### src/aar_pkg.sv
`timescale 1ns / 1ps
// ---------------------------------------------------------------------------
// aar_pkg
// Shared widths, types and arithmetic helpers of the axis-angle rotation block
// ---------------------------------------------------------------------------
package aar_pkg;

    localparam int COORD_W          = 32;
    localparam int ANGLE_W          = 26;
    localparam int CORDIC_STEPS_DEF = 16;
    localparam int CW               = 34;
    localparam int SUM_W            = 64;
    localparam int ROOT_W           = SUM_W / 2;
    localparam int MAG_W            = 31;
    localparam int QUO_W            = 31;
    localparam int REM_W            = ROOT_W + 2;

    localparam logic signed [CW-1:0] CORDIC_X0 = 34'sd652032874;

    typedef struct packed {
        logic signed [CW-1:0] x;
        logic signed [CW-1:0] y;
        logic signed [CW-1:0] z;
    } t_cordic;

    // arctangent of 2^-i in units of 2^-24 degree
    function automatic logic signed [CW-1:0] atan_step(input int i);
        logic [63:0] t;
        case (i)
            0:       t = 64'd754974720;
            1:       t = 64'd445687602;
            2:       t = 64'd235489088;
            3:       t = 64'd119537938;
            4:       t = 64'd60000934;
            5:       t = 64'd30029717;
            6:       t = 64'd15018523;
            7:       t = 64'd7509720;
            8:       t = 64'd3754917;
            9:       t = 64'd1877466;
            10:      t = 64'd938734;
            default: t = (64'd961263669 + (64'd1 << (i - 1))) >> i;
        endcase
        return $signed(t[CW-1:0]);
    endfunction

    // q30 product rounded back to q30
    function automatic logic signed [CW-1:0] rnd30(input logic signed [67:0] p);
        logic signed [67:0] t;
        t = p + 68'sd536870912;
        return t[CW+29:30];
    endfunction

    // drop 14 fraction bits with rounding, then saturate to 32 bits
    function automatic logic [31:0] rnd14_sat(input logic signed [55:0] v);
        logic signed [55:0] a;
        a = v + 56'sd8192;
        a = a >>> 14;
        if (a > 56'sd2147483647) begin
            return 32'h7fff_ffff;
        end else if (a < -56'sd2147483648) begin
            return 32'h8000_0000;
        end else begin
            return a[31:0];
        end
    endfunction

endpackage

### src/aar_cordic_cell.sv
`timescale 1ns / 1ps
// ---------------------------------------------------------------------------
// aar_cordic_cell
// One rotation-mode CORDIC micro-rotation
// ---------------------------------------------------------------------------
module aar_cordic_cell #(
    parameter int IDX = 0
) (
    input  logic             i_clk,
    input  logic             i_en,
    input  aar_pkg::t_cordic i_v,
    output aar_pkg::t_cordic o_v
);
    import aar_pkg::*;

    localparam logic signed [CW-1:0] ATAN = atan_step(IDX);

    t_cordic r_v;
    t_cordic n_v;

    always_comb begin
        if (i_v.z >= 0) begin
            n_v.x = i_v.x - (i_v.y >>> IDX);
            n_v.y = i_v.y + (i_v.x >>> IDX);
            n_v.z = i_v.z - ATAN;
        end else begin
            n_v.x = i_v.x + (i_v.y >>> IDX);
            n_v.y = i_v.y - (i_v.x >>> IDX);
            n_v.z = i_v.z + ATAN;
        end
    end

    always_ff @(posedge i_clk) begin
        if (i_en) begin
            r_v <= n_v;
        end
    end

    assign o_v = r_v;
endmodule

### config.mk
export PLATFORM = sky130hd
export DESIGN_NAME = aar_cordic_cell
export DESIGN_NICKNAME = d
export VERILOG_FILES = /design/src/aar_pkg.sv /design/src/aar_cordic_cell.sv
export SDC_FILE = /design/constraint.sdc
export NUM_CORES = 1
export LEC_CHECK = 0
export BUFFER_PORTS_ARGS = -buffer_cell sky130_fd_sc_hd__buf_2
export CORE_UTILIZATION = 40
export DETAILED_ROUTE_END_ITERATION = 7
export PLACE_DENSITY = 0.62
export REMOVE_ABC_BUFFERS = 1
export SETUP_SLACK_MARGIN = 0.1
export SYNTH_ARGS = -nofsm -noshare
export SYNTH_HDL_FRONTEND = slang
export SYNTH_SLANG_ARGS = --single-unit
### constraint.sdc
create_clock -name i_clk -period 5.4 [get_ports i_clk]
set_clock_uncertainty 0.15 [all_clocks]
set_input_delay 1.08 -clock i_clk [delete_from_list [all_inputs] [get_ports i_clk]]
set_output_delay 1.08 -clock i_clk [all_outputs]
set_load 0.005 [all_outputs]
After elaboration in Yosys (flattened, before gate mapping) --
Index checks and enable logic that the tools add are counted.
Operators by class: add/subtract/negate cells 5, multiply operators 0, divide/modulo/power cells 0, order comparisons 1, eq/ne operators 0, shifts and indexed selects 0, mux-type cells 1, bitwise operators 0, reduce and logical (&&, ||, !) cells 0
Operators with widths (count):
- 2-to-1 mux 102 bit | 1
- subtractor 34 bit | 2
- adder 34 x 31 -> 34 bit, second input constant | 1
- adder 34 bit | 1
- greater-or-equal comparator 34 x 1 -> 1 bit, second input constant | 1
- subtractor 34 x 31 -> 34 bit, second input constant | 1
Word-level totals: register bits 102, bits in latches 0, bits in writable memories 0, bits in read-only memories 0, input bits 104, output and inout bits 102, word-level logic and storage cells 10, memories kept 0

Depth between registers and ports, before layout --
word-level depth 2, gate-level depth with buffers 20, mapped depth without buffers 17

Least setup slack after synthesis --
No wires, ideal clock.
path kind input to register, from input port i_v[33] in the netlist's numbering, to register r_v, in the netlist o_v[33], data pin, setup time 0.258 ns, arrival 4.004 ns, required time 4.992 ns, slack 0.988 ns, cell stages on the path 20, path buffers 3, cell sequence inv_1 -> ha_1 -> nor4b_1 -> nand4_1 -> nor4_1 -> and4_1 -> nand2b_1 -> buf_4 -> buf_2 -> buf_2 -> ha_1 -> a21o_1 -> a21oi_1 -> o21bai_1 -> a21oi_1 -> o21ai_0 -> a21oi_1 -> nor2_1 -> nor2_1 -> xnor2_1
RTL lines:
- from (decl) | RTL line aar_cordic_cell.sv:11 | input aar_pkg::t_cordic i_v,
- to (signal assigned) | RTL line aar_cordic_cell.sv:35 | r_v <= n_v;
- to (decl) | RTL line aar_cordic_cell.sv:18 | t_cordic r_v;

==> results.py <==
metrics = {
    "status": {
        "status": "complete, no violations",
    },
    "cts": {
        "cts.htree.levels": 3,
        "cts_buffers": 9,
        "cts.clk_slew.worst_paths_ps": 70,
        "holdBufCountCts": 0,
        "ctsLongestPathBuffers": 2,
        "cts.sinks": 101,
        "tritoncts": "built",
        "root_buffer": "clkbuf_16",
        "cts_setup_buffers": 0,
        "cts_resized": 0,
    },
    "power": {
        "p_comb_share_pct": 36.2,
        "p_clk_share_pct": 24.5,
        "ir_drop_mv": 0.1227,
        "pwr-share-seq_pct": 39.2,
        "p_int_uw": 1713,
        "swShare_pct": 35.65,
        "leakagePower_uw": 0.004752,
        "power_density_mw_per_mm2": 247.5,
        "p_switching_uw": 949.2,
    },
    "final_layout": {
        "final_common_cell": "buf_2",
        "antennaDiodeCount": 0,
        "nets": 1428,
        "seqCellArea_sq_mm": 0.003033,
        "largest_reg_flops": 101,
        "nFillCells": 2249,
        "multi_input_area_sq_mm": 0.005583,
        "final_cell_mix": "buf_2, a21oi_1, ha_1",
        "fin_cells": 1502,
        "post-route-util_pct": 47.37,
        "area_delta_synth_final_pct": 16.00,
        "drive_gt1_share_pct": 20.87,
    },
    "worst_setup_path": {
        "cp-start-kind": "input port",
        "crit_type": "in -> reg",
        "cp.arrival_ps": 4050,
        "worstPathMaxFanout": 44,
        "worstPathRequired_ps": 5360,
        "end_kind": "register",
    },
    "detailed_routing": {
        "drt_wl_total_mm": 28.42,
        "wl_met1_mm": 12.59,
        "wl_per_cell_um": 18.92,
        "wl_met2_mm": 12.90,
        "antenna_left": 0,
        "vias_per_cell": 5.730,
        "dr.pass1.iters": 6,
        "drc": 0,
        "drt-initial-drc-count": 946,
        "num_vias": 8607,
        "routed.top_layer": "met4",
        "wl_met3_mm": 2.310,
    },
    "timing": {
        "worst_pin_slew_ps": 909.1,
        "fmax_mhz": 244.5,
        "finalHoldViolations": 0,
        "slew_violations": 0,
        "min_period_over_period_pct": 75.73,
        "rsz0062_at_grt": "false",
        "fin_crit_ps": 4089,
        "setup_viol": 0,
        "timing.slew.headroom_pct": 39.39,
    },
    "floorplan": {
        "fp.coreArea_sq_mm": 0.02271,
        "pin_count": 206,
        "fp.dieH_um": 154.3,
        "row_count": 55,
        "die_w_um": 154.3,
        "start_util_pct": 40.84,
        "die_area_sq_mm": 0.02380,
    },
    "place": {
        "place_inst": 1486,
        "place.gp.congestion": 0.9335,
        "portBuffers": 205,
        "dpl.hpwl_mm": 22.34,
    },
    "grt": {
        "grt_overflow": 0,
        "grt_pass1_wl_mm": 43.88,
        "antenna_found_initial": 0,
        "grt_pass1_vias": 8043,
        "grt_use_total_pct": 23.41,
        "grt_max_degree": 65,
    },
    "yosys": {
        "synth_cells": 1039,
        "ys_ff_latch": 101,
        "synth_cell_type_count": 79,
        "ys.flop_type": "edfxtp_1",
        "synth-warning-count": 0,
        "syn_area_sq_mm": 0.009274,
        "ys_async_sr_fraction_pct": 0,
        "syn_avg_cell_area_sq_um": 8.926,
        "synth_edf_count": 101,
        "seq_area_frac_synth_pct": 32.70,
    },
    "min_path": {
        "holdCritPathClass": "in -> reg",
    },
    "flow_run": {
        "cap_violations": 0,
    },
}
[layout make-up]
| cell class | count | share of cell area [%] |
|---|---|---|
| Sequential cell | 101 | 28.19 |
| Clock buffer | 9 | 2.094 |
| Tap cell | 285 | 3.315 |
| Multi-Input combinational cell | 775 | 51.90 |
| Inverter | 114 | 3.978 |
| Clock inverter | 7 | 0.5466 |
| Timing Repair Buffer | 211 | 9.979 |
[kinds of logic (layout without fill, tap and decap cells)]
group / count (synthesis) / count (layout) / synth area share (%)
AO/OA/AOI/OAI: 346 / 346 / 24.60
XOR/XNOR: 71 / 71 / 6.705
adder cells (fa/ha/maj): 112 / 112 / 15.43
buffers and inverters: 163 / 341 / 7.124
flip-flops: 101 / 101 / 32.70
multiplexers: 9 / 9 / 0.9714
AND/OR/NAND/NOR: 237 / 237 / 12.47
[per-stage QoR]
| stage | TNS [ps] | hold WS (ps) | total power [uW] | setup slack, ps | cell area (sq um) |
|---|---|---|---|---|---|
| 6_report | 0 | 766.9 | 2662 | 1311 | 10760 |
| 4_1_cts | 0 | 756.0 | 2673 | 1304 | 10760 |
| 3_5_place_dp | 0 | 1126 | 2014 | 938.8 | 10470 |
| 2_1_floorplan | -1911 | 1029 | 1632 | -564.2 | 9041 |
| 3_3_place_gp | 0 | 1126 | 2011 | 1010 | 10470 |
| 5_1_grt | 0 | 755.4 | 2805 | 1026 | 10760 |
[Yosys cell counts, types with 4 or more instances]
master     instances  share of area [%]
mux2i_1            9               0.97
nor2_1            77                3.1
edfxtp_1         101                 33
a21o_1            24                1.9
ha_1             108                 15
o21a_1            10               0.81
o31ai_1           11               0.89
o21bai_1          21                1.7
clkbuf_1          24               0.97
nor2b_1            6               0.40
inv_1            106                4.3
and3_1             5               0.34
nand3_1           18               0.97
nand4_1           13               0.88
o22ai_1            4               0.27
nor3_1            22                1.2
xor2_1            12                1.1
clkinv_1           4               0.16
o211ai_1           6               0.49
nor4_1            15                1.0
nand2_1           44                1.8
inv_2              4               0.16
xnor2_1           59                5.6
a211oi_1          12               0.97
a211oi_2           5               0.67
o21ai_1            4               0.22
fa_1               4               0.86
a221o_1            4               0.43
buf_2             18               0.97
a31oi_1            7               0.47
o21ai_0           57                3.1
o2111ai_1          4               0.38
or3_1              5               0.34
nand2b_1          14               0.94
a21oi_1          129                7.0
[layer usage]
layer / up-vias / global-route usage [%]
met5: - / 0
li1: 4094 / -
met1: 4036 / 31.88
met3: 46 / 2.998
met4: 0 / 7.355
met2: 431 / 38.61
[power groups by stage]
| stage | clock network (uW) | logic [uW] | registers, uW |
|---|---|---|---|
| final | 653 | 965 | 1040 |
| after global routing | 697 | 1050 | 1060 |
| after CTS | 671 | 955 | 1050 |
| after detailed placement | 0 | 950 | 1060 |
| after global placement | 0 | 948 | 1060 |
| after floorplan | 0 | 554 | 1080 |
[critical path, cell delays in order]
cell and delay (ps):
buf_2 130, inv_1 70, ha_1 140, nor4b_1 260, nand4_1 130, nor4_1 220
and4_1 240, nand2b_2 170, buf_4 450, ha_1 370, a21oi_1 210, o21ai_0 180
a21oi_1 170, nor2_1 50, nor2_1 110, xnor2_1 80
[path summary, 6_finish.rpt]
kind / slack [ps] / end / cells past startpoint / startpoint
worst max-delay path: 1310 / o_v[33]$_DFFE_PP_ / 16 / i_v[33]
worst min-delay path: 770 / o_v[23]$_DFFE_PP_ / 1 / i_v[23]
Note: power is estimated with default switching activity, not from simulation.
