==> config.mk <==
export PLATFORM = sky130hd
export DESIGN_NAME = aar_div_cell
export DESIGN_NICKNAME = d
export VERILOG_FILES = /design/src/aar_pkg.sv /design/src/aar_div_cell.sv
export SDC_FILE = /design/constraint.sdc
export NUM_CORES = 1
export LEC_CHECK = 0
export BUFFER_PORTS_ARGS = -buffer_cell sky130_fd_sc_hd__buf_2
export CORE_AREA = 4 4 245 247
export CTS_CLUSTER_DIAMETER = 50
export DETAILED_ROUTE_END_ITERATION = 7
export DIE_AREA = 0 0 249 251
export PLACE_DENSITY = 0.49
export SETUP_SLACK_MARGIN = 0.15
export SLEW_MARGIN = 10
export SYNTH_ARGS = -nofsm -noshare
export SYNTH_HDL_FRONTEND = slang
export SYNTH_SLANG_ARGS = --single-unit
==> constraint.sdc <==
create_clock -name i_clk -period 2.85 [get_ports i_clk]
set_input_delay 0.285 -clock i_clk [delete_from_list [all_inputs] [get_ports i_clk]]
set_output_delay 0.285 -clock i_clk [all_outputs]
set_load 0.01 [all_outputs]
==> src/aar_pkg.sv <==
`timescale 1ns / 1ps
// ---------------------------------------------------------------------------
// aar_pkg
// Shared widths, types and arithmetic helpers of the axis-angle rotation block
// ---------------------------------------------------------------------------
package aar_pkg;

    localparam int COORD_W          = 32;
    localparam int ANGLE_W          = 26;
    localparam int CORDIC_STEPS_DEF = 16;
    localparam int CW               = 34;
    localparam int SUM_W            = 64;
    localparam int ROOT_W           = SUM_W / 2;
    localparam int MAG_W            = 31;
    localparam int QUO_W            = 31;
    localparam int REM_W            = ROOT_W + 2;

    localparam logic signed [CW-1:0] CORDIC_X0 = 34'sd652032874;

    typedef struct packed {
        logic signed [CW-1:0] x;
        logic signed [CW-1:0] y;
        logic signed [CW-1:0] z;
    } t_cordic;

    // arctangent of 2^-i in units of 2^-24 degree
    function automatic logic signed [CW-1:0] atan_step(input int i);
        logic [63:0] t;
        case (i)
            0:       t = 64'd754974720;
            1:       t = 64'd445687602;
            2:       t = 64'd235489088;
            3:       t = 64'd119537938;
            4:       t = 64'd60000934;
            5:       t = 64'd30029717;
            6:       t = 64'd15018523;
            7:       t = 64'd7509720;
            8:       t = 64'd3754917;
            9:       t = 64'd1877466;
            10:      t = 64'd938734;
            default: t = (64'd961263669 + (64'd1 << (i - 1))) >> i;
        endcase
        return $signed(t[CW-1:0]);
    endfunction

    // q30 product rounded back to q30
    function automatic logic signed [CW-1:0] rnd30(input logic signed [67:0] p);
        logic signed [67:0] t;
        t = p + 68'sd536870912;
        return t[CW+29:30];
    endfunction

    // drop 14 fraction bits with rounding, then saturate to 32 bits
    function automatic logic [31:0] rnd14_sat(input logic signed [55:0] v);
        logic signed [55:0] a;
        a = v + 56'sd8192;
        a = a >>> 14;
        if (a > 56'sd2147483647) begin
            return 32'h7fff_ffff;
        end else if (a < -56'sd2147483648) begin
            return 32'h8000_0000;
        end else begin
            return a[31:0];
        end
    endfunction

endpackage

==> src/aar_div_cell.sv <==
`timescale 1ns / 1ps
// ---------------------------------------------------------------------------
// aar_div_cell
// One quotient bit of restoring division for the three axis components
// ---------------------------------------------------------------------------
module aar_div_cell (
    input  logic                                i_clk,
    input  logic                                i_en,
    input  logic [aar_pkg::ROOT_W-1:0]          i_n,
    input  logic [2:0][aar_pkg::ROOT_W-1:0]     i_rem,
    input  logic [2:0][aar_pkg::QUO_W-1:0]      i_rest,
    input  logic [2:0][aar_pkg::QUO_W-1:0]      i_q,
    output logic [aar_pkg::ROOT_W-1:0]          o_n,
    output logic [2:0][aar_pkg::ROOT_W-1:0]     o_rem,
    output logic [2:0][aar_pkg::QUO_W-1:0]      o_rest,
    output logic [2:0][aar_pkg::QUO_W-1:0]      o_q
);
    import aar_pkg::*;

    logic [ROOT_W:0]               rem_s [3];
    logic [2:0]                    ge;
    logic [ROOT_W-1:0]             r_n;
    logic [2:0][ROOT_W-1:0]        r_rem;
    logic [2:0][QUO_W-1:0]         r_rest;
    logic [2:0][QUO_W-1:0]         r_q;
    logic [2:0][ROOT_W-1:0]        n_rem;
    logic [2:0][QUO_W-1:0]         n_rest;
    logic [2:0][QUO_W-1:0]         n_q;

    always_comb begin
        for (int k = 0; k < 3; k++) begin
            rem_s[k]  = {i_rem[k], i_rest[k][QUO_W-1]};
            ge[k]     = (rem_s[k] >= {1'b0, i_n});
            n_rem[k]  = ge[k] ? ROOT_W'(rem_s[k] - {1'b0, i_n}) : ROOT_W'(rem_s[k]);
            n_rest[k] = {i_rest[k][QUO_W-2:0], 1'b0};
            n_q[k]    = {i_q[k][QUO_W-2:0], ge[k]};
        end
    end

    always_ff @(posedge i_clk) begin
        if (i_en) begin
            r_n    <= i_n;
            r_rem  <= n_rem;
            r_rest <= n_rest;
            r_q    <= n_q;
        end
    end

    assign o_n    = r_n;
    assign o_rem  = r_rem;
    assign o_rest = r_rest;
    assign o_q    = r_q;
endmodule

# Word level (Yosys, flattened, before mapping)
# Index checks and enable logic that the tools add are counted.
[word_totals]
reg_bits = 311
[classes]
n_lt_le_gt_ge = 3
addsub = 3
muxes = 3
[op_table]
columns = ["cell", "count"]
rows = [
  ["$ge A33 B32 Y1", 3],
  ["$mux W32", 3],
  ["$sub A32 B32 Y32", 3],
]

# Longest topological paths before layout
[logic_depth]
word_depth = 2
ltp_mapped = 14
mapped_depth_nobuf = 12

# Worst setup path before layout
# No wires, ideal clock.
[synth_path]
path_type = "input -> register"
startpoint = "input port i_rest[92] (netlist name)"
endpoint = "register r_rem, in the netlist o_rem[92], data pin"
t_arrival_ns = 2.641
stages = 12
path_slack_ns = -0.053
path_cell_list = "inv_1 > ha_1 > fa_1 > nand2b_1 > a21oi_1 > o211ai_1 > a21oi_1 > a31oi_1 > o31ai_1 > a31oi_1 > xnor2_1 > mux2_1"
[synth_rtl]
columns = ["element", "line_no", "rtl"]
rows = [
  ["from (decl)", "aar_div_cell.sv:11", "input logic [2:0][aar_pkg::QUO_W-1:0] i_rest,"],
  ["to (signal assigned)", "aar_div_cell.sv:43", "r_rem <= n_rem;"],
  ["to (decl)", "aar_div_cell.sv:23", "logic [2:0][ROOT_W-1:0] r_rem;"],
]

==> flow_metrics.py <==
metrics = {
    "run_status": {
        "status": "completed",
    },
    "drt": {
        "dr.max_layer_used": "met5",
        "routedWlPerCell_um": 22.4,
        "route.detailed.drc": 0,
        "totalWireLength_mm": 72.4,
        "ant_nets": 0,
        "drt_iter0_markers": 709,
        "avgViaCountPerCell": 4.64,
        "vias": 15000,
        "m1WireLength_mm": 28.2,
        "met2_length_mm": 37.5,
        "wl_met3_mm": 3.69,
        "drtPass1Iterations": 5,
    },
    "final_layout": {
        "regArea_um2": 9340,
        "area_growth_pct": 65.3,
        "multi_input_area_um2": 6060,
        "instances_no_fill": 3237,
        "num-fill-cells": 5399,
        "fin_nets": 2847,
        "final_layout_size_suffix_gt1_share_pct": 41.9,
    },
    "timing": {
        "rsz0062_at_grt": "true",
        "layout_worst_path_cycle_share_pct": 91.2,
        "setup_ws_ns": 0.250,
        "finalMaxSlewViolations": 0,
        "tightest_slew_ns": 0.677,
        "hold_viol_final": 0,
        "fmax_mhz": 385,
        "fin_crit_ns": 2.60,
        "slew_headroom_pct": 54.9,
        "setup_viol": 0,
    },
    "yosys": {
        "yosys.area_share.simple_pct": 8.81,
        "synth_area_leaders": "edfxtp_1, ha_1, a21oi_1",
        "synth_top_family_by_area": "compound AO/OA/AOI/OAI gates",
        "synth.area.mux_share_pct": 1.07,
        "synthAdderAreaFrac_pct": 8.04,
        "postSynth.asyncResetShare_pct": 0,
        "synth_cells": 1283,
        "synth_compound_gate_area_share_pct": 15.0,
        "ys_types": 75,
        "yosysTopAreaCell": "edfxtp_1",
        "yosysMostFrequentCell": "edfxtp_1",
        "yosys_warnings": 0,
        "yosysSeqAreaShare_pct": 59.5,
        "yosysTopAreaCellShare_pct": 59.5,
        "synthTopCellsByCount": "edfxtp_1, nand2_1, a21oi_1, ha_1, o21ai_0",
        "synth.avg_cell_area_um2": 12.2,
        "yosys.area_share.xor_xnor_pct": 4.52,
        "synth_edf_count": 311,
        "ys_ff_latch": 311,
        "ys.flop_type": "edfxtp_1",
        "netlist_area_um2": 15700,
    },
    "clock_network": {
        "numCtsBuffers": 45,
        "ctsHtreeMaxLevel": 2,
        "clockBufferDepth": 3,
        "clkSinkCount": 311,
        "tritoncts": "done",
        "cts-root-buf": "clkbuf_16",
        "path_clk_slew_ns": 0.05,
    },
    "grt": {
        "first_global_vias": 15900,
        "antenna_found_initial": 12,
        "grt_pass1_wl_mm": 104,
        "grt_max_degree": 62,
        "grt_usage_pct": 22.3,
        "grt_overflow": 0,
    },
    "die": {
        "ios": 630,
        "fp.dieW_um": 249,
        "initial_core_util_pct": 27.3,
        "rows": 88,
        "core-area_um2": 57600,
        "die-area_um2": 62500,
        "die_h_um": 251,
    },
    "worst_setup_path": {
        "path_class": "in -> reg",
        "critical_path.max_fanout": 4,
        "arrival_ns": 2.92,
        "start_kind": "primary input",
        "worstSetupEndpointType": "flop",
        "crit_required_ns": 3.17,
    },
    "worst_hold_path": {
        "hold_path_class": "in -> reg",
        "whs_path_depth": 3,
    },
    "placement": {
        "dp_cells": 2912,
        "dp_slack_ns": -0.375,
        "place_congestion": 0.920,
        "io_buffer_count": 623,
        "post-dp-hpwl_mm": 58.6,
    },
    "power_and_ir_drop": {
        "p_leak_nw": 11.5,
        "ir_drop_uv": 529,
        "power.density_nw_per_um2": 593,
    },
    "job": {
        "cap_viol_max_count": 0,
    },
}
-- power by group --
| group | internal, mW | switching, mW |
|---|---|---|
| clock network | 3.49 | 2.31 |
| logic | 1.77 | 2.03 |
| registers | 5.63 | 0.157 |
| total | 10.9 | 4.50 |
-- registers in the layout, indices dropped and copies added, names as in the netlist --
register,cells
o_rem,96
o_q,93
o_rest,90
o_n,32
-- cell type report --
type / instances / area share, %
Sequential cell: 311 / 36.0
Timing Repair Buffer: 1148 / 30.0
Multi-Input combinational cell: 865 / 23.4
Clock buffer: 50 / 4.50
Tap cell: 765 / 3.69
Clock inverter: 34 / 1.50
Inverter: 61 / 0.902
Antenna cell: 3 / 0.0289
-- per-layer routing --
metal / vias to the layer above / track usage, %
met2: 516 / 41.6
met1: 7233 / 25.3
met4: 8 / 7.97
li1: 7146 / -
met5: - / 0
met3: 113 / 4.48
-- cell usage in the layout, fill, tap and decap left out, types with 13 or more instances in the layout --
cell type,synthesis,routed
a31oi_1,19,16
a21oi_1,105,103
and3_1,13,13
nand4_1,20,20
buf_4,5,278
a21o_1,35,35
xnor2_1,49,49
nor3_1,14,14
xor2_1,32,32
buf_2,12,622
nand3_1,25,24
dlygate4sd3_1,0,237
ha_1,96,92
nor2_1,66,66
o21a_1,14,14
edfxtp_1,311,311
o21bai_1,16,16
inv_1,60,59
o21ai_0,93,92
nand2_1,127,127
clkbuf_16,0,46
-- final timing paths --
kind / start / endpoint / slack (ns)
worst max-delay path: i_n[0] / o_rem[90] / 0.25
worst min-delay path: i_rem[24] / o_rem[25] / 0.03
-- metrics by stage --
step           TNS, ns  power [mW]  hold slack (ns)  instance area, um^2  util (%)
4_1_cts              0        15.6         0.000396                25900      44.9
5_1_grt              0        16.1          0.00684                25900      45.0
2_1_floorplan        0        7.46            0.384                15800         -
3_3_place_gp    -22.63        9.40            0.462                21900      38.1
3_5_place_dp    -25.20        9.41            0.463                21900      38.1
6_report             0        15.4           0.0338                25900      45.0
-- worst max-delay path, stage by stage --
cell and delay, ns:
buf_2 0.17, ha_4 0.19, fa_2 0.39, nand2b_4 0.16
a21oi_2 0.16, o211ai_1 0.13, a21oi_2 0.23, a31oi_4 0.15
o311ai_2 0.46, a31oi_1 0.18, xnor2_1 0.16, mux2_4 0.26
-- cells by family after synthesis --
kind of cell / after synthesis
AOI/OAI and AO/OA: 364
DFF: 311
and+or+nand+nor: 303
buffers and inverters: 109
adders and majority gates: 99
xor gates and xnor gates: 81
muxes: 15
other: 1
-- timing repair --
action                                 4_1_cts  5_1_grt
setup endpoints to repair                    0       66
hold buffers                               237        0
setup buffers                                0        1
gates resized for setup                      0       12
endpoints found under the hold margin      237        0
Power figures use the tool's default switching activity.
