--- config.mk ---
export PLATFORM = sky130hd
export DESIGN_NAME = aar_sqrt_cell
export DESIGN_NICKNAME = d
export VERILOG_FILES = /design/src/aar_pkg.sv /design/src/aar_sqrt_cell.sv
export SDC_FILE = /design/constraint.sdc
export NUM_CORES = 1
export LEC_CHECK = 0
export ABC_AREA = 1
export BUFFER_PORTS_ARGS = -buffer_cell sky130_fd_sc_hd__buf_2
export CAP_MARGIN = 30
export CORE_ASPECT_RATIO = 1.75
export CORE_MARGIN = 1
export CORE_UTILIZATION = 50
export DETAILED_ROUTE_END_ITERATION = 10
export PLACE_DENSITY = 0.81
export SLEW_MARGIN = 20
export SYNTH_ARGS = -nofsm -noshare
export SYNTH_HDL_FRONTEND = slang
export SYNTH_SLANG_ARGS = --single-unit
--- constraint.sdc ---
create_clock -name i_clk -period 2.35 [get_ports i_clk]
set_input_delay 0.1175 -clock i_clk [delete_from_list [all_inputs] [get_ports i_clk]]
set_output_delay 0.1175 -clock i_clk [all_outputs]
set_load 0.05 [all_outputs]
--- src/aar_pkg.sv ---
`timescale 1ns / 1ps
// ---------------------------------------------------------------------------
// aar_pkg
// Shared widths, types and arithmetic helpers of the axis-angle rotation block
// ---------------------------------------------------------------------------
package aar_pkg;

    localparam int COORD_W          = 32;
    localparam int ANGLE_W          = 26;
    localparam int CORDIC_STEPS_DEF = 16;
    localparam int CW               = 34;
    localparam int SUM_W            = 64;
    localparam int ROOT_W           = SUM_W / 2;
    localparam int MAG_W            = 31;
    localparam int QUO_W            = 31;
    localparam int REM_W            = ROOT_W + 2;

    localparam logic signed [CW-1:0] CORDIC_X0 = 34'sd652032874;

    typedef struct packed {
        logic signed [CW-1:0] x;
        logic signed [CW-1:0] y;
        logic signed [CW-1:0] z;
    } t_cordic;

    // arctangent of 2^-i in units of 2^-24 degree
    function automatic logic signed [CW-1:0] atan_step(input int i);
        logic [63:0] t;
        case (i)
            0:       t = 64'd754974720;
            1:       t = 64'd445687602;
            2:       t = 64'd235489088;
            3:       t = 64'd119537938;
            4:       t = 64'd60000934;
            5:       t = 64'd30029717;
            6:       t = 64'd15018523;
            7:       t = 64'd7509720;
            8:       t = 64'd3754917;
            9:       t = 64'd1877466;
            10:      t = 64'd938734;
            default: t = (64'd961263669 + (64'd1 << (i - 1))) >> i;
        endcase
        return $signed(t[CW-1:0]);
    endfunction

    // q30 product rounded back to q30
    function automatic logic signed [CW-1:0] rnd30(input logic signed [67:0] p);
        logic signed [67:0] t;
        t = p + 68'sd536870912;
        return t[CW+29:30];
    endfunction

    // drop 14 fraction bits with rounding, then saturate to 32 bits
    function automatic logic [31:0] rnd14_sat(input logic signed [55:0] v);
        logic signed [55:0] a;
        a = v + 56'sd8192;
        a = a >>> 14;
        if (a > 56'sd2147483647) begin
            return 32'h7fff_ffff;
        end else if (a < -56'sd2147483648) begin
            return 32'h8000_0000;
        end else begin
            return a[31:0];
        end
    endfunction

endpackage

--- src/aar_sqrt_cell.sv ---
`timescale 1ns / 1ps
// ---------------------------------------------------------------------------
// aar_sqrt_cell
// One root bit of the integer square root, two radicand bits per cell
// ---------------------------------------------------------------------------
module aar_sqrt_cell (
    input  logic                        i_clk,
    input  logic                        i_en,
    input  logic [aar_pkg::SUM_W-1:0]   i_x,
    input  logic [aar_pkg::REM_W-1:0]   i_rem,
    input  logic [aar_pkg::ROOT_W-1:0]  i_root,
    output logic [aar_pkg::SUM_W-1:0]   o_x,
    output logic [aar_pkg::REM_W-1:0]   o_rem,
    output logic [aar_pkg::ROOT_W-1:0]  o_root
);
    import aar_pkg::*;

    logic [REM_W+1:0]  rem_s;
    logic [REM_W+1:0]  trial;
    logic              ge;
    logic [SUM_W-1:0]  r_x;
    logic [REM_W-1:0]  r_rem;
    logic [ROOT_W-1:0] r_root;
    logic [SUM_W-1:0]  n_x;
    logic [REM_W-1:0]  n_rem;
    logic [ROOT_W-1:0] n_root;

    always_comb begin
        rem_s  = {i_rem, i_x[SUM_W-1 -: 2]};
        trial  = {2'b00, i_root, 2'b01};
        ge     = (rem_s >= trial);
        n_rem  = ge ? REM_W'(rem_s - trial) : REM_W'(rem_s);
        n_root = {i_root[ROOT_W-2:0], ge};
        n_x    = {i_x[SUM_W-3:0], 2'b00};
    end

    always_ff @(posedge i_clk) begin
        if (i_en) begin
            r_x    <= n_x;
            r_rem  <= n_rem;
            r_root <= n_root;
        end
    end

    assign o_x    = r_x;
    assign o_rem  = r_rem;
    assign o_root = r_root;
endmodule

Word-level counts from Yosys, hierarchy flattened
Cells that the tools add are included.

storage, ports and cells
  output and inout port bits = 130
  flip-flop bits (word level) = 128

operators by class
  add/subtract/negate cells = 1
  mux-type cells = 1
  magnitude comparators = 1

operator list
  kind                                              count
  36-bit by 34-bit >= comparator with 1-bit output  1
  34-bit 2-to-1 mux                                 1
  34-bit subtractor                                 1

Depth between registers and ports, before layout
  depth in word-level cells = 2
  mapped depth = 16
  gate-level depth less buffers = 15

Worst setup path after synthesis
Ideal clock, no wire load.

  path kind = input -> register
  start point = in i_root[13] (netlist name)
  end point = reg r_rem[25] (netlist: o_rem[25]), data pin
  path buffers = 1
  library setup time = 253 ps
  setup slack = 597 ps
  arrival = 1500 ps
  cell stages on the path = 15
  cell sequence = inv_1 ha_1 nand2_1 inv_1 nand2_1 nand2_1 nand2_1 nand2_1 a21oi_1 nand2_1 nand2_1 nand2_4 buf_4 nand3_1 nand2_1

on the way
  longest elaborated chain between the ends = 2

RTL lines
  what                                                                                   line                                      source
  start: declaration                                                                     aar_sqrt_cell.sv:11                       input logic [aar_pkg::ROOT_W-1:0] i_root,
  34-bit subtractor or 36-bit by 34-bit >= comparator with 1-bit output (tied branches)  aar_sqrt_cell.sv:32, aar_sqrt_cell.sv:31
  34-bit 2-to-1 mux *                                                                    aar_sqrt_cell.sv:32                       n_rem = ge ? REM_W'(rem_s - trial) : REM_W'(rem_s);
  net n_rem[25]                                                                          aar_sqrt_cell.sv:25                       logic [REM_W-1:0] n_rem;
  end signal: assignment                                                                 aar_sqrt_cell.sv:40                       r_rem <= n_rem;
  end: declaration                                                                       aar_sqrt_cell.sv:22                       logic [REM_W-1:0] r_rem;

The timed path passes the listed nets; every way through them passes the cells marked *.
A chain may end at the register's enable or synchronous reset.

Worst setup path after layout
  start point = in i_root[2] (netlist name)
  end point = reg r_rem[27] (netlist: o_rem[27]), data pin

Same word-level chain as after synthesis.

==> run summary <==
Routed Antenna Nets -> 0
fill cell count -> 822
Synth-to-Final Area Change -> 56.10%
Setup crit end kind -> flop
synthesized flop and latch total -> 128
DR WL/cell -> 20.01 um
clock root buffer -> clkbuf_16
met2 Use GR -> 71.21%
Die Y -> 157.4 um
Mapped Cells -> 775
Top cell by count, worst path -> nand2_1
unrepaired setup endpoints after global routing -> yes
total grt overflow -> 0
CTS Buf Count -> 17
min cycle time layout -> 2.332 ns
crit-path cells -> dlygate4sd3_1 -> buf_2 -> inv_1 -> ha_1 -> nand2_1 -> nand2_1 -> a21oi_1 -> nand2_1 -> buf_4 -> nand2_1 -> nand2_1 -> nand2_1 -> nand3b_1 -> nand3_1 -> nand2_1
final hold slack -> 0.03699 ns
number of global-route vias before repair -> 6987
critical path type -> in -> reg
fin worst setup slack -> 0.01796 ns
routing usage on met3 -> 6.715%
Core Region -> 13450 um^2
Worst Path Max Fanout -> 4
critical path arrival -> 2.51 ns
register area share after synthesis -> 55.72%
clk sinks -> 128
# port buffers -> 259
FMAX -> 0.4288 GHz
area of the multi-input gates -> 2851 um^2
Lkg Pwr -> 5.284 nW
dpl ws -> 0.1435 ns
WP data required -> 2.53 ns
DP HPWL -> 16.41 mm
Overall Global Routing Usage -> 34.89%
slowest cell delay on critical path -> 0.54 ns
Die Area -> 14290 um^2
initial antenna violation count -> 2
Hold Crit Class -> in -> reg
pin count of the biggest net entering global routing -> 66
Peak VDD IR -> 530.1 uV
Worst-path clk slew -> 0.07 ns
CTS H-Tree Depth -> 4
site row count -> 56
deepest clock path buffer count -> 2
area of the mapped netlist -> 6898 um^2
Final setup viols -> 0
share of post-route cells with drive strength above 1 -> 31.14%
register area -> 3844 um^2
number of max-cap violations -> 0
Startpoint Class -> input port
CTS tree -> yes
Via density -> 5.300
Post-Syn Area per Cell -> 8.900 um^2
RD Place Congestion -> 0.9399
critical path's slowest cell -> dlygate4sd3_1
Synth Warn # -> 0
drt drc -> 0
status -> finished, final reports clean
Starting Density -> 51.27%
power per cell area -> 762.6 nW/um^2
Final Hold Fails -> 0
crit share post-route -> 99.24%
max-slew violations -> 0
1st-iter DRT viols -> 623
DR pass1 iterations -> 7
first-pass GRT wire length -> 36.95 mm
GRT Max-Usage Layer -> met2
met1 usage -> 32.31%
via count -> 7277
Final Net Count -> 1351
distinct cell type count after synthesis -> 25
Total Power -> 8.212 mW
final wirelength -> 27.47 mm
Chip Width -> 90.79 um
IO Pins -> 262
-- layer usage --
metal  share of wire (%)  wire, um
met5                   0         0
met1                  31      8539
met2                  55     15200
met4                 6.2      1702
met3                 7.4      2027
-- cell type report --
| cell class | instances | area share (%) |
|---|---|---|
| Sequential cell | 128 | 35.70 |
| Multi-Input combinational cell | 501 | 26.48 |
| Timing Repair Buffer | 395 | 24.70 |
| Inverter | 140 | 4.997 |
| Clock buffer | 18 | 3.986 |
| Tap cell | 174 | 2.022 |
| Clock inverter | 14 | 1.906 |
| Timing Repair inverter | 2 | 0.1859 |
| Antenna cell | 1 | 0.02324 |
-- logic make-up (layout without fill, tap and decap cells) --
logic type               count (synthesis)  after routing  share of synthesized area, %
flip-flops                             128            128                         55.72
other                                    1              3                       0.05436
AND/OR/NAND/NOR                        404            405                         23.87
adder cells (fa/ha/maj)                 34             34                         6.167
buffers and inverters                  148            569                         8.689
AO/OA/AOI/OAI                           42             42                         3.211
XOR/XNOR                                18             18                         2.286
-- final timing paths --
path | from | end | slack [ns] | cells after the start
setup / recovery | i_root[2] | o_rem[27] | 0.02 | 15
hold / removal | i_rem[28] | o_rem[30] | 0.04 | 3
-- cells in the mapped netlist --
cell      count  area [um^2]
buf_4         5        37.54
conb_1        1        3.750
ha_1         34        425.4
nand3_1      38        190.2
edfxtp_1    128         3844
nand2_4       1        11.26
nand2_2       2        12.51
nor2_2        8        50.05
xor2_1       15        131.4
nand3b_1      4        30.03
or2_2         1        6.260
inv_1       139        521.8
nand4_1       6        37.54
nand3_2       1        10.01
xnor2_1       3        26.28
buf_6         3        33.78
nand2_1     288         1081
o21ai_0      13        65.06
and2_1        3        18.77
o21bai_1      3        22.52
a21oi_2       1        8.760
nor2_1       49        183.9
a21oi_1      25        125.1
nor3_1        3        15.01
inv_4         1        6.260
-- what timing repair did --
action                                 4_1_cts  5_1_grt
setup endpoints to repair                    0       34
endpoints found under the hold margin      113        0
hold buffers                               113        0
gates resized for setup                      0       66
buffers inserted                             0        5
-- sequential cells by signal, indices dropped and copies added, names as in the netlist --
register  count
o_x          62
o_root       32
o_rem        34
-- cells in the final DEF, fill, tap and decap left out, drive strengths merged, types with 2 or more instances in the layout --
| cell type | instances |
|---|---|
| inv | 145 |
| nand4 | 6 |
| nand3b | 4 |
| xnor2 | 3 |
| a21oi | 26 |
| nand3 | 39 |
| xor2 | 15 |
| bufinv | 4 |
| buf | 281 |
| conb | 2 |
| edfxtp | 128 |
| and2 | 3 |
| clkbuf | 19 |
| nand2 | 292 |
| clkinv | 6 |
| dlygate4sd3 | 113 |
| o21ai | 13 |
| o21bai | 3 |
| nor2 | 57 |
| nor3 | 3 |
| ha | 34 |
-- through the flow --
stage | cells | instance area, um^2 | utilization (%) | setup TNS [ns]
finish | 1373 | 10770 | 80.04 | 0
global route | 1373 | 10770 | 80.04 | -0.6377
CTS | 1363 | 10260 | 76.30 | 0
detailed placement | 1218 | 8499 | 63.18 | 0
global placement | 1218 | 8499 | 63.18 | 0
floorplan | 776 | 6902 | - | 0
-- critical path: cells and delay by family --
kind | cells | cell delay [ns]
buffers and inverters | 4 | 0.95
AND/OR/NAND/NOR | 9 | 0.88
adder cells (fa/ha/maj) | 1 | 0.32
AO/OA/AOI/OAI | 1 | 0.22
-- power by group --
group | internal, mW | switching (mW) | total, mW
Clock | 1.80 | 1.13 | 2.93
Combinational | 0.722 | 1.69 | 2.41
Sequential | 2.79 | 0.0795 | 2.87
Total | 5.31 | 2.90 | 8.21
No activity file was read; power rests on OpenSTA's default activity.
